**src/rtl/core/biquad_df2t_filter_assert.svh**
```systemverilog
// Assertion macros shared by the biquad filter RTL.
// Included by the files that check their own logic; needs nothing else.
`ifndef BIQUAD_DF2T_FILTER_ASSERT_SVH
`define BIQUAD_DF2T_FILTER_ASSERT_SVH

// Consequent must hold in the same cycle as the antecedent.
`define BQD_ASSERT_NOW(label, clk, rst, ante, cons, msg) \
   label: assert property (@(posedge clk) disable iff (rst) (ante) |-> (cons)) else $error(msg);

// Consequent must hold in the cycle after the antecedent.
`define BQD_ASSERT_NEXT(label, clk, rst, ante, cons, msg) \
   label: assert property (@(posedge clk) disable iff (rst) (ante) |=> (cons)) else $error(msg);

`endif

```
**src/rtl/core/bqd_pkg.sv**
```systemverilog
// Shared types and constants of the biquad filter: sequencer states,
// control bundles and register indexes. Depends on nothing.
package bqd_pkg;

   localparam int CSR_INDEX_BITS = 3;

   localparam logic [CSR_INDEX_BITS-1:0] CSR_COEF_B0 = 3'd0;
   localparam logic [CSR_INDEX_BITS-1:0] CSR_COEF_B1 = 3'd1;
   localparam logic [CSR_INDEX_BITS-1:0] CSR_COEF_B2 = 3'd2;
   localparam logic [CSR_INDEX_BITS-1:0] CSR_COEF_A1 = 3'd3;
   localparam logic [CSR_INDEX_BITS-1:0] CSR_COEF_A2 = 3'd4;

   typedef enum logic [2:0] {
      ST_IDLE,
      ST_MUL_X,
      ST_RND_X,
      ST_SUM_Y,
      ST_LOAD_Y,
      ST_MUL_Y,
      ST_RND_Y,
      ST_UPDATE
   } state_type;

   typedef struct packed {
      logic step;
      logic last;
      logic round;
   } mul_ctrl_type;

   typedef struct packed {
      logic         load_x;
      logic         load_y;
      logic         sum_y;
      logic         update;
      mul_ctrl_type mul;
   } ctrl_type;

endpackage

```
**src/rtl/core/bqd_serial_mult.sv**
```systemverilog
// Bit-serial signed multiplier lane: one coefficient bit per cycle on mul.step,
// LSB first, with the product rounded to sample fraction bits. Uses bqd_pkg.
module bqd_serial_mult #(
   parameter int SAMPLE_BITS = 24,
   parameter int COEF_BITS   = 24
) (
   input  logic                      clock,
   input  logic                      load,
   input  bqd_pkg::mul_ctrl_type     mul,
   input  logic [COEF_BITS-1:0]      coef_in,
   input  logic [SAMPLE_BITS-1:0]    opnd_in,
   output logic [SAMPLE_BITS+4:0]    rnd_out
);

   localparam int S  = SAMPLE_BITS;
   localparam int C  = COEF_BITS;
   localparam int CF = COEF_BITS - 4;
   localparam int RW = SAMPLE_BITS + 5;

   logic [C-1:0]  coef_ff, coef_in_d;
   logic [S-1:0]  opnd_ff;
   logic [S:0]    acc_ff, acc_in;
   logic [C-1:0]  lo_ff, lo_in;
   logic [RW-1:0] rnd_ff;
   logic [S:0]    op_ext, addend, sum;

   assign op_ext = {opnd_ff[S-1], opnd_ff};

   // The coefficient's top bit carries negative weight, so it subtracts.
   always_comb begin
      if (!coef_ff[0]) begin
         addend = '0;
      end else if (mul.last) begin
         addend = (~op_ext) + {{S{1'b0}}, 1'b1};
      end else begin
         addend = op_ext;
      end
      sum       = acc_ff + addend;
      acc_in    = {sum[S], sum[S:1]};
      lo_in     = {sum[0], lo_ff[C-1:1]};
      coef_in_d = {1'b0, coef_ff[C-1:1]};
   end

   always_ff @(posedge clock) begin
      if (load) begin
         coef_ff <= coef_in;
         opnd_ff <= opnd_in;
         acc_ff  <= '0;
      end else if (mul.step) begin
         coef_ff <= coef_in_d;
         acc_ff  <= acc_in;
         lo_ff   <= lo_in;
      end
      // Round half up: the dropped bit just below the kept LSB is added back.
      if (mul.round) begin
         rnd_ff <= {acc_ff, lo_ff[C-1:CF]} + {{(RW-1){1'b0}}, lo_ff[CF-1]};
      end
   end

   assign rnd_out = rnd_ff;

endmodule

```
**src/rtl/core/bqd_ctrl.sv**
```systemverilog
// Sequencer of the biquad filter: walks one sample through the feedforward
// pass, the output sum, the feedback pass and the state update. Uses bqd_pkg.
`include "biquad_df2t_filter_assert.svh"

module bqd_ctrl #(
   parameter int COEF_BITS = 24
) (
   input  logic              clock,
   input  logic              reset,
   input  logic              req_valid,
   input  logic              out_free,
   output logic              req_stall,
   output bqd_pkg::ctrl_type ctrl
);

   localparam int CW = $clog2(COEF_BITS);

   bqd_pkg::state_type state_ff, state_in;
   logic [CW-1:0]      cnt_ff, cnt_in;
   logic               in_mul, cnt_last;

   assign in_mul   = (state_ff == bqd_pkg::ST_MUL_X) || (state_ff == bqd_pkg::ST_MUL_Y);
   assign cnt_last = (cnt_ff == CW'(COEF_BITS - 1));

   always_comb begin
      state_in = state_ff;
      case (state_ff)
         bqd_pkg::ST_IDLE:   if (req_valid) state_in = bqd_pkg::ST_MUL_X;
         bqd_pkg::ST_MUL_X:  if (cnt_last) state_in = bqd_pkg::ST_RND_X;
         bqd_pkg::ST_RND_X:  state_in = bqd_pkg::ST_SUM_Y;
         bqd_pkg::ST_SUM_Y:  state_in = bqd_pkg::ST_LOAD_Y;
         bqd_pkg::ST_LOAD_Y: state_in = bqd_pkg::ST_MUL_Y;
         bqd_pkg::ST_MUL_Y:  if (cnt_last) state_in = bqd_pkg::ST_RND_Y;
         bqd_pkg::ST_RND_Y:  state_in = bqd_pkg::ST_UPDATE;
         bqd_pkg::ST_UPDATE: if (out_free) state_in = bqd_pkg::ST_IDLE;
         default:            state_in = bqd_pkg::ST_IDLE;
      endcase
      cnt_in = in_mul ? cnt_ff + CW'(1) : '0;
   end

   always_comb begin
      ctrl      = '0;
      req_stall = 1'b1;
      case (state_ff)
         bqd_pkg::ST_IDLE: begin
            req_stall   = 1'b0;
            ctrl.load_x = req_valid;
         end
         bqd_pkg::ST_MUL_X, bqd_pkg::ST_MUL_Y: begin
            ctrl.mul.step = 1'b1;
            ctrl.mul.last = cnt_last;
         end
         bqd_pkg::ST_RND_X, bqd_pkg::ST_RND_Y: ctrl.mul.round = 1'b1;
         bqd_pkg::ST_SUM_Y:  ctrl.sum_y  = 1'b1;
         bqd_pkg::ST_LOAD_Y: ctrl.load_y = 1'b1;
         bqd_pkg::ST_UPDATE: ctrl.update = out_free;
         default:            req_stall   = 1'b1;
      endcase
   end

   always_ff @(posedge clock) begin
      if (reset) begin
         state_ff <= bqd_pkg::ST_IDLE;
         cnt_ff   <= '0;
      end else begin
         state_ff <= state_in;
         cnt_ff   <= cnt_in;
      end
   end

   `BQD_ASSERT_NEXT(a_load_starts_mul, clock, reset, ctrl.load_x, ctrl.mul.step, "multiply did not start after a sample was taken")
   `BQD_ASSERT_NEXT(a_last_then_round, clock, reset, ctrl.mul.last, ctrl.mul.round, "rounding did not follow the last multiply step")
   `BQD_ASSERT_NEXT(a_update_then_idle, clock, reset, ctrl.update, !req_stall, "sequencer did not return to idle after the update")

endmodule

```
**src/rtl/core/biquad_df2t_filter.sv**
```systemverilog
// Top level of the biquad filter: coefficient registers, filter states,
// sums with saturation and the output register. Uses bqd_pkg, bqd_ctrl, bqd_serial_mult.
`include "biquad_df2t_filter_assert.svh"

// Second-order IIR filter in transposed direct form II. Each accepted sample
// yields one output beat. Three bit-serial multipliers take one coefficient
// bit per cycle: a feedforward pass forms b0*x, b1*x and b2*x, then a feedback
// pass forms a1*y and a2*y; a new sample is taken only after the last one's
// state update. A finished output waits in its own register, and a new
// sample may be accepted while it is still stalled. Coefficients must be
// written through the csr_ port only while the filter is idle; the block does
// not enforce this. Setting req_clear_history zeroes both filter states
// before that sample is processed.
module biquad_df2t_filter #(
   parameter int SAMPLE_BITS = 24,
   parameter int COEF_BITS   = 24
) (
   input  logic                               clock,
   input  logic                               reset,
   input  logic                               req_valid,
   output logic                               req_stall,
   input  logic signed [SAMPLE_BITS-1:0]      req_sample_in,
   input  logic                               req_clear_history,
   output logic                               rsp_valid,
   input  logic                               rsp_stall,
   output logic signed [SAMPLE_BITS-1:0]      rsp_sample_out,
   output logic                               rsp_clipped,
   input  logic                               csr_wr_en,
   input  logic [bqd_pkg::CSR_INDEX_BITS-1:0] csr_index,
   input  logic [COEF_BITS-1:0]               csr_wr_data
);

   localparam int S  = SAMPLE_BITS;
   localparam int C  = COEF_BITS;
   localparam int CF = COEF_BITS - 4;
   localparam int T  = SAMPLE_BITS + 8;
   localparam int RW = SAMPLE_BITS + 5;
   localparam logic [C-1:0] B0_RESET = {3'b000, 1'b1, {CF{1'b0}}};

   bqd_pkg::ctrl_type ctrl;

   logic [C-1:0]    b0_ff, b1_ff, b2_ff, a1_ff, a2_ff;
   logic [T-1:0]    d1_ff, d2_ff, n1, n2;
   logic [S-1:0]    y_ff, y_sat;
   logic            clip_ff, clip_y, clip_n1;
   logic [S+8:0]    t1_ff, y_sum;
   logic [RW-1:0]   r2_ff, rnd0, rnd1, rnd2;
   logic [S+9:0]    n1_sum;
   logic [S+5:0]    n2_sum;
   logic            rsp_valid_ff;
   logic [S-1:0]    rsp_sample_ff;
   logic            rsp_clipped_ff;
   logic            out_free, accept;
   logic [C-1:0]    coef1_sel, coef2_sel;
   logic [S-1:0]    opnd_sel;
   logic            load_yx;

   assign out_free = !rsp_valid_ff || !rsp_stall;
   assign accept   = req_valid && !req_stall;

   bqd_ctrl #(.COEF_BITS(C)) u_ctrl (
      .clock     (clock),
      .reset     (reset),
      .req_valid (req_valid),
      .out_free  (out_free),
      .req_stall (req_stall),
      .ctrl      (ctrl)
   );

   // Lanes 1 and 2 serve the feedforward pass first and the feedback pass after.
   assign load_yx   = ctrl.load_x || ctrl.load_y;
   assign coef1_sel = ctrl.load_y ? a1_ff : b1_ff;
   assign coef2_sel = ctrl.load_y ? a2_ff : b2_ff;
   assign opnd_sel  = ctrl.load_y ? y_ff : req_sample_in;

   bqd_serial_mult #(.SAMPLE_BITS(S), .COEF_BITS(C)) u_lane0 (
      .clock   (clock),
      .load    (ctrl.load_x),
      .mul     (ctrl.mul),
      .coef_in (b0_ff),
      .opnd_in (req_sample_in),
      .rnd_out (rnd0)
   );

   bqd_serial_mult #(.SAMPLE_BITS(S), .COEF_BITS(C)) u_lane1 (
      .clock   (clock),
      .load    (load_yx),
      .mul     (ctrl.mul),
      .coef_in (coef1_sel),
      .opnd_in (opnd_sel),
      .rnd_out (rnd1)
   );

   bqd_serial_mult #(.SAMPLE_BITS(S), .COEF_BITS(C)) u_lane2 (
      .clock   (clock),
      .load    (load_yx),
      .mul     (ctrl.mul),
      .coef_in (coef2_sel),
      .opnd_in (opnd_sel),
      .rnd_out (rnd2)
   );

   always_comb begin
      y_sum = {{4{rnd0[RW-1]}}, rnd0} + {d1_ff[T-1], d1_ff};
      if ((&y_sum[S+8:S-1]) || !(|y_sum[S+8:S-1])) begin
         y_sat  = y_sum[S-1:0];
         clip_y = 1'b0;
      end else begin
         y_sat  = {y_sum[S+8], {(S-1){~y_sum[S+8]}}};
         clip_y = 1'b1;
      end

      n1_sum = {t1_ff[S+8], t1_ff} - {{5{rnd1[RW-1]}}, rnd1};
      if ((&n1_sum[S+9:T-1]) || !(|n1_sum[S+9:T-1])) begin
         n1      = n1_sum[T-1:0];
         clip_n1 = 1'b0;
      end else begin
         n1      = {n1_sum[S+9], {(T-1){~n1_sum[S+9]}}};
         clip_n1 = 1'b1;
      end

      // The difference of two rounded products always fits the state range.
      n2_sum = {r2_ff[RW-1], r2_ff} - {rnd2[RW-1], rnd2};
      n2     = {{2{n2_sum[S+5]}}, n2_sum};
   end

   always_ff @(posedge clock) begin
      if (reset) begin
         b0_ff <= B0_RESET;
         b1_ff <= '0;
         b2_ff <= '0;
         a1_ff <= '0;
         a2_ff <= '0;
      end else if (csr_wr_en) begin
         case (csr_index)
            bqd_pkg::CSR_COEF_B0: b0_ff <= csr_wr_data;
            bqd_pkg::CSR_COEF_B1: b1_ff <= csr_wr_data;
            bqd_pkg::CSR_COEF_B2: b2_ff <= csr_wr_data;
            bqd_pkg::CSR_COEF_A1: a1_ff <= csr_wr_data;
            bqd_pkg::CSR_COEF_A2: a2_ff <= csr_wr_data;
            default: ;
         endcase
      end
   end

   always_ff @(posedge clock) begin
      if (reset) begin
         d1_ff <= '0;
         d2_ff <= '0;
      end else if (accept && req_clear_history) begin
         d1_ff <= '0;
         d2_ff <= '0;
      end else if (ctrl.update) begin
         d1_ff <= n1;
         d2_ff <= n2;
      end
   end

   always_ff @(posedge clock) begin
      if (ctrl.sum_y) begin
         y_ff    <= y_sat;
         clip_ff <= clip_y;
         t1_ff   <= {{4{rnd1[RW-1]}}, rnd1} + {d2_ff[T-1], d2_ff};
         r2_ff   <= rnd2;
      end
      if (ctrl.update) begin
         rsp_sample_ff  <= y_ff;
         rsp_clipped_ff <= clip_ff || clip_n1;
      end
   end

   always_ff @(posedge clock) begin
      if (reset) begin
         rsp_valid_ff <= 1'b0;
      end else if (ctrl.update) begin
         rsp_valid_ff <= 1'b1;
      end else if (!rsp_stall) begin
         rsp_valid_ff <= 1'b0;
      end
   end

   assign rsp_valid      = rsp_valid_ff;
   assign rsp_sample_out = rsp_sample_ff;
   assign rsp_clipped    = rsp_clipped_ff;

   `BQD_ASSERT_NEXT(a_update_fills_output, clock, reset, ctrl.update, rsp_valid_ff, "output register not filled after a state update")
   `BQD_ASSERT_NOW(a_update_needs_room, clock, reset, ctrl.update, out_free, "state update while the output register is still held")
   `BQD_ASSERT_NEXT(a_clear_zeroes_states, clock, reset, accept && req_clear_history, (d1_ff == '0) && (d2_ff == '0), "history clear did not zero the filter states")

endmodule
```
**config.mk**
```make
export PLATFORM = sky130hd
export DESIGN_NAME = biquad_df2t_filter
export DESIGN_NICKNAME = d
export VERILOG_FILES = /design/src/rtl/core/bqd_pkg.sv /design/src/rtl/core/bqd_serial_mult.sv /design/src/rtl/core/bqd_ctrl.sv /design/src/rtl/core/biquad_df2t_filter.sv
export VERILOG_INCLUDE_DIRS = /design/src /design/src/rtl/core
export SDC_FILE = /design/constraint.sdc
export NUM_CORES = 1
export LEC_CHECK = 0
export BUFFER_PORTS_ARGS = -buffer_cell sky130_fd_sc_hd__buf_2
export CORE_UTILIZATION = 25
export DETAILED_ROUTE_END_ITERATION = 8
export GPL_TIMING_DRIVEN = 0
export HOLD_SLACK_MARGIN = 0.03
export PLACE_DENSITY = 0.42
export SLEW_MARGIN = 0
export SYNTH_ARGS = -nofsm -noshare
export SYNTH_HDL_FRONTEND = slang
export SYNTH_HIERARCHICAL = 1
export SYNTH_SLANG_ARGS = --single-unit
```
**constraint.sdc**
```tcl
create_clock -name clock -period 10.3 [get_ports clock]
set_input_delay 2.06 -clock clock [delete_from_list [all_inputs] [get_ports clock]]
set_output_delay 2.06 -clock clock [all_outputs]
set_load 0.01 [all_outputs]
```
==> out/metrics.yaml, run 1 <==
die-area_um2: 142000
startpoint: "u_ctrl/cnt_ff[0]"
wirelength_um: 111000
grt_usage_pct: 15.6
yosysTopAreaCellShare_pct: 30.5
vias: 26481
multi_input_area_um2: 18000
min_from: "clip_ff"
r2r-end: "u_lane0/acc_ff[19]"
whs_path_depth: 0
critical_path.startpoint_type: "flop"
p_comb_share_pct: 11.1
routed_via_density: 4.69
r2r-start: "u_ctrl/cnt_ff[0]"
ys.flop_type: "edfxtp_1"
p_seq_share_pct: 45.3
core_area_um2: 138000
cts_root_buf: "clkbuf_16"
p_sw_share_pct: 27.2
postCtsHoldBufs: 0
grt_max_degree: 55
min_path_type: "flop to flop"
crit_path_end_kind: "flop"
ios: 84
async_flop_share_pct: 0
vdd_drop_max_v: 0.000104
seq_area_frac_synth_pct: 45.6
synth-edff-count: 356
tightest_slew_ns: 1.21
clock_power_share_pct: 43.6
reg2reg_slack_ns: 4.86
dp.final_hpwl_um: 85300
cts_resized: 0
drv_slew: 0
nNetsFinal: 3993
synth_nets: 3825
fin_hold_ws_ns: 0.426
clk_latency_ns: 0.68
mostFrequentLayoutCells: "nand2_1, edfxtp_1, a21oi_1"
yosys_register_bits: 619
syn_avg_cell_area_um2: 9.84
layout-drive-gt1-share_pct: 11.3
max_slew_margin_pct: 18.6
core.rowCount: 136
syn2layout_area_growth_pct: 15.6
n_fill_cell: 14738
crit_type: "flop to flop"
arrival_ns: 6.01
tritoncts: "yes"
post-synth-top-area-cell: "edfxtp_1"
antenna_found_initial: 8
cts_buffers: 76
initial_core_util_pct: 25.3
clock_skew_ns: 0.0237
grt_pass1_wl_um: 166000
powerDensity_nw_per_um2: 157
fin_crit_sh_pct: 52.8
drtIter0Drc: 1744
hold_violations: 0
p_int_mw: 4.63
ys_types: 91
maxCapViolations: 0
final_common_cell: "nand2_1"
first_pass_iters: 5
overflow: 0
rr_worst_depth: 16
die_w_um: 376
cts.sinks: 619
p_sw_mw: 1.73
max_clock_freq_mhz: 184
cp_data_required_time_ns: 10.87
status: "finished, final reports clean"
power.leakage_nw: 15.1
regArea_um2: 16000
port_buffers: 83
diodes: 0
place.gp.congestion: 0.831
rsz0062_at_grt: "no"
cts_setup_buffers: 0
yosysWarnings: 6
die_y_um: 376
worstPathMaxFanout: 8
synthCells: 3557
wl_per_cell_um: 19.6
holdPathEnd: "rsp_clipped"
fin_crit_ns: 5.44
htreeDepth: 3
cts_buffer_depth: 3
synth_area_um2: 35000
finalSetupViolCount: 0
tns_ns: 0
synthTopCellsByArea: "edfxtp_1, dfxtp_1, ha_1"
grt_pass1_vias: 26370
drc_errors: 0
path_clk_slew_ns: 0.06
ant_nets: 0
## routing by layer
layer | track usage (%) | wire length, µm
met5 | 0 | 0
met4 | 4.88 | 3030
met3 | 2.19 | 4070
met2 | 24.8 | 49100
met1 | 21.6 | 54300
## registers in the layout (all words and copies together) (netlist names), 29 cells and up
signal	flops
u_lane1/rnd_out	29
d2_ff	30
r2_ff	29
d1_ff	32
u_lane2/rnd_out	29
t1_ff	31
u_lane0/rnd_out	29
## logic make-up (layout without fill, tap and decap cells)
logic type      count (synthesis)  after routing  share of synthesized area [%]
simple gates                 1142           1142                           15.4
flops                         619            619                           45.6
xor+xnor                      285            285                           7.13
fa+ha+maj                     211            211                           7.69
mux                           198            198                           6.17
compound gates                826            826                           14.8
buf+inv                       276            507                           3.20
## worst max path at each step
stage,cells after the start,endpoint,slack [ns]
after floorplan,6,u_lane2/coef_ff[0],4.84
after global placement,10,d1_ff[13],1.88
after detailed placement,8,u_lane2/coef_ff[19],4.39
after CTS,16,u_lane0/acc_ff[19],4.78
after global routing,16,u_lane0/acc_ff[19],4.60
final,16,u_lane0/acc_ff[19],4.86
## worst max-delay path, stage by stage, from the launching register on
cell	delay [ns]
dfxtp_1	0.36
ha_1	0.22
nand4b_1	0.14
or3_4	0.38
inv_1	0.35
clkbuf_1	0.39
a21boi_0	0.57
a21oi_1	0.27
xnor2_1	0.19
and2_1	0.19
ha_1	0.39
nand2_1	0.13
or3_4	0.40
o311ai_1	0.53
a21boi_0	0.27
or4_1	0.44
o311ai_0	0.10
## cell usage after synthesis (32+ instances only)
master,number
nand2_1,465
edfxtp_1,356
a21oi_1,318
dfxtp_1,263
nor2_1,228
ha_1,204
xnor2_1,185
mux2_2,143
inv_1,142
o21ai_0,131
clkbuf_1,112
xor2_1,100
nand3_1,91
and2_1,83
a21o_1,61
mux2i_1,55
nor3_1,55
a211oi_1,45
o21a_1,37
nand2b_1,35
and3_1,33
nand4_1,32
## final cells by class
| class | count | share of cell area, % |
|---|---|---|
| Clock inverter | 34 | 0.971 |
| Multi-Input combinational cell | 2662 | 44.4 |
| Inverter | 144 | 1.34 |
| Clock buffer | 107 | 5.29 |
| Timing Repair Buffer | 90 | 1.41 |
| Sequential cell | 619 | 39.4 |
| Buffer | 132 | 1.44 |
| Tap cell | 1863 | 5.76 |
## power groups by stage
stage	clock network (mW)	registers (mW)	logic [mW]
after CTS	2.87	2.89	0.711
after floorplan	0	2.89	0.505
after global placement	0	2.94	0.704
after detailed placement	0	2.94	0.707
final	2.78	2.89	0.706
after global routing	2.94	2.90	0.788
## metrics by stage
stage | instances | worst slack, ns | instance area [µm²] | total power, mW | util, %
final | 5651 | 4.86 | 40500 | 6.37 | 29.3
after CTS | 5651 | 4.78 | 40500 | 6.47 | 29.3
after detailed placement | 5510 | 4.39 | 37900 | 3.64 | 27.5
after global routing | 5651 | 4.60 | 40500 | 6.63 | 29.3
after global placement | 5503 | 1.88 | 37800 | 3.64 | 27.3
after floorplan | 3557 | 4.84 | 35000 | 3.39 | -
(Power assumes the default switching activity.)
==> run 2: changes to the inputs <==
- clock period: 10.3 -> 5.7 ns (I/O delays scaled with it)
==> run 2 against run 1 <==
- count of clock-buffer cells in the layout stayed put
- non-clock buffer count unchanged
- clock power rose by 81%
- global-route usage unchanged
- utilization did not move
- largest cell class unchanged
==> out/metrics.yaml, run 2 (synthesis results as in run 1) <==
mostFrequentLayoutCells: "nand2_1, edfxtp_1, a21oi_1"
ant_nets: 0
diodes: 0
clock_skew_ns: 0.0238
tightest_slew_ns: 1.22
die-area_um2: 142000
largest_reg_flops: 32
multi_input_area_um2: 18000
layout-drive-gt1-share_pct: 11.3
rsz0062_at_grt: "no"
whs_path_depth: 0
cts_root_buf: "clkbuf_16"
wirelength_um: 111000
r2r-end: "u_lane0/acc_ff[19]"
nNetsFinal: 3993
max_slew_margin_pct: 18.6
drtIter0Drc: 1744
vias: 26482
path_clk_slew_ns: 0.06
arrival_ns: 5.87
die_w_um: 376
cp_data_required_time_ns: 6.27
top_register: "d1_ff"
crit_family: "simple AND/OR/NAND/NOR gates"
dpl.cell_count: 5510
n_fill_cell: 14738
fin_crit_ns: 5.31
core.rowCount: 136
layout_top_registers: "d1_ff (32), t1_ff (31), d2_ff (30)"
power.leakage_nw: 15.1
hold_violations: 0
r2r-start: "u_ctrl/cnt_ff[0]"
worst_slack_ns: 0.395
clk_latency_ns: 0.68
grt_max_degree: 55
htreeDepth: 3
worstPathMaxFanout: 10
finalSetupViolCount: 0
crit_path_end_kind: "flop"
vdd_drop_max_v: 0.000188
status: "finished, final reports clean"
critical_path.startpoint_type: "flop"
pre_cts_ws_ns: 0.219
routed_via_density: 4.69
cts_buffers: 76
initial_core_util_pct: 25.3
final_common_cell: "nand2_1"
min_path_type: "flop to flop"
syn2layout_area_growth_pct: 15.6
powerDensity_nw_per_um2: 284
maxCapViolations: 0
postCtsHoldBufs: 0
rr_worst_depth: 16
grt_pass1_vias: 26370
instances_no_fill: 5651
port_buffers: 83
regArea_um2: 16000
tritoncts: "yes"
cts.sinks: 619
holdPathEnd: "rsp_clipped"
grt_pass1_wl_um: 166000
cp_cell_sequence: "ha_1 -> nand4b_1 -> or3_4 -> inv_1 -> clkbuf_1 -> clkbuf_1 -> nand2_1 -> xnor2_1 -> and2_1 -> ha_1 -> nand2_1 -> or3_4 -> o311ai_1 -> a21boi_0 -> or4_1 -> o311ai_0"
place.gp.congestion: 0.831
ios: 84
max_stage_delay_ns: 0.58
drv_slew: 0
reg2reg_slack_ns: 0.39
core_area_um2: 138000
overflow: 0
die_y_um: 376
fin_crit_sh_pct: 93.1
crit_buf_inv: 3
cts_buffer_depth: 3
fin_hold_ws_ns: 0.426
grt_usage_pct: 15.6
first_pass_iters: 5
max_clock_freq_mhz: 188
tns_ns: 0
drc_errors: 0
crit_type: "flop to flop"
wl_per_cell_um: 19.6
min_from: "clip_ff"
antenna_found_initial: 8
dp.final_hpwl_um: 85300
cp_slowest_cell: "clkbuf_1"
-- run 2: layout make-up --
| class | count | area share (%) |
|---|---|---|
| inverters | 144 | 1.34 |
| flip-flops and latches | 619 | 39.4 |
| clock inverters | 34 | 0.971 |
| multi-input cells | 2662 | 44.4 |
| clock buffers | 107 | 5.29 |
| repair buffers | 90 | 1.41 |
| well taps | 1863 | 5.76 |
| plain buffers | 132 | 1.44 |
-- run 2: worst max path at each step --
stage / startpoint / to / slack [ns] / cells after the start
floorplan: u_ctrl/state_ff[1] / clip_ff / 1.09 / 3
global placement: u_ctrl/state_ff[1] / t1_ff[30] / -2.37 / 3
detailed placement: u_ctrl/cnt_ff[0] / u_lane0/acc_ff[19] / 0.22 / 16
CTS: u_ctrl/cnt_ff[0] / u_lane0/acc_ff[19] / 0.18 / 16
global route: u_ctrl/cnt_ff[0] / u_lane0/acc_ff[19] / 0.08 / 17
finish: u_ctrl/cnt_ff[0] / u_lane0/acc_ff[19] / 0.39 / 16
-- run 2: per-layer routing --
metal | part of all wire [%] | GRT usage (%)
met5 | 0 | 0
met4 | 2.7 | 4.88
met3 | 3.8 | 2.19
met2 | 44 | 24.8
met1 | 49 | 21.6
-- run 2: what timing repair did --
action / CTS / global route
setup endpoints to repair: 0 / 1
resized for setup: 0 / 1
setup buffers: 0 / 0
-- run 2: power breakdown --
part	internal, mW	switching [mW]	total [mW]	leakage (nW)
registers	4.98	0.236	5.21	5.48
clock network	2.89	2.12	5.02	1.23
logic	0.503	0.773	1.28	8.43
total	8.37	3.13	11.5	15.1
-- run 2: stage by stage --
step / instance area, µm² / utilization (%) / total power [mW]
2_1_floorplan: 35000 / - / 6.13
3_3_place_gp: 37800 / 27.3 / 6.58
3_5_place_dp: 37900 / 27.5 / 6.59
4_1_cts: 40500 / 29.3 / 11.7
5_1_grt: 40500 / 29.3 / 12.0
6_report: 40500 / 29.3 / 11.5
-- run 2: worst register-to-register path, cell delays in order, from the launching register on --
cell	delay, ns
dfxtp_1	0.36
ha_1	0.22
nand4b_1	0.14
or3_4	0.38
inv_1	0.35
clkbuf_1	0.39
clkbuf_1	0.58
nand2_1	0.14
xnor2_1	0.17
and2_1	0.17
ha_1	0.39
nand2_1	0.15
or3_4	0.43
o311ai_1	0.53
a21boi_0	0.27
or4_1	0.44
o311ai_0	0.10
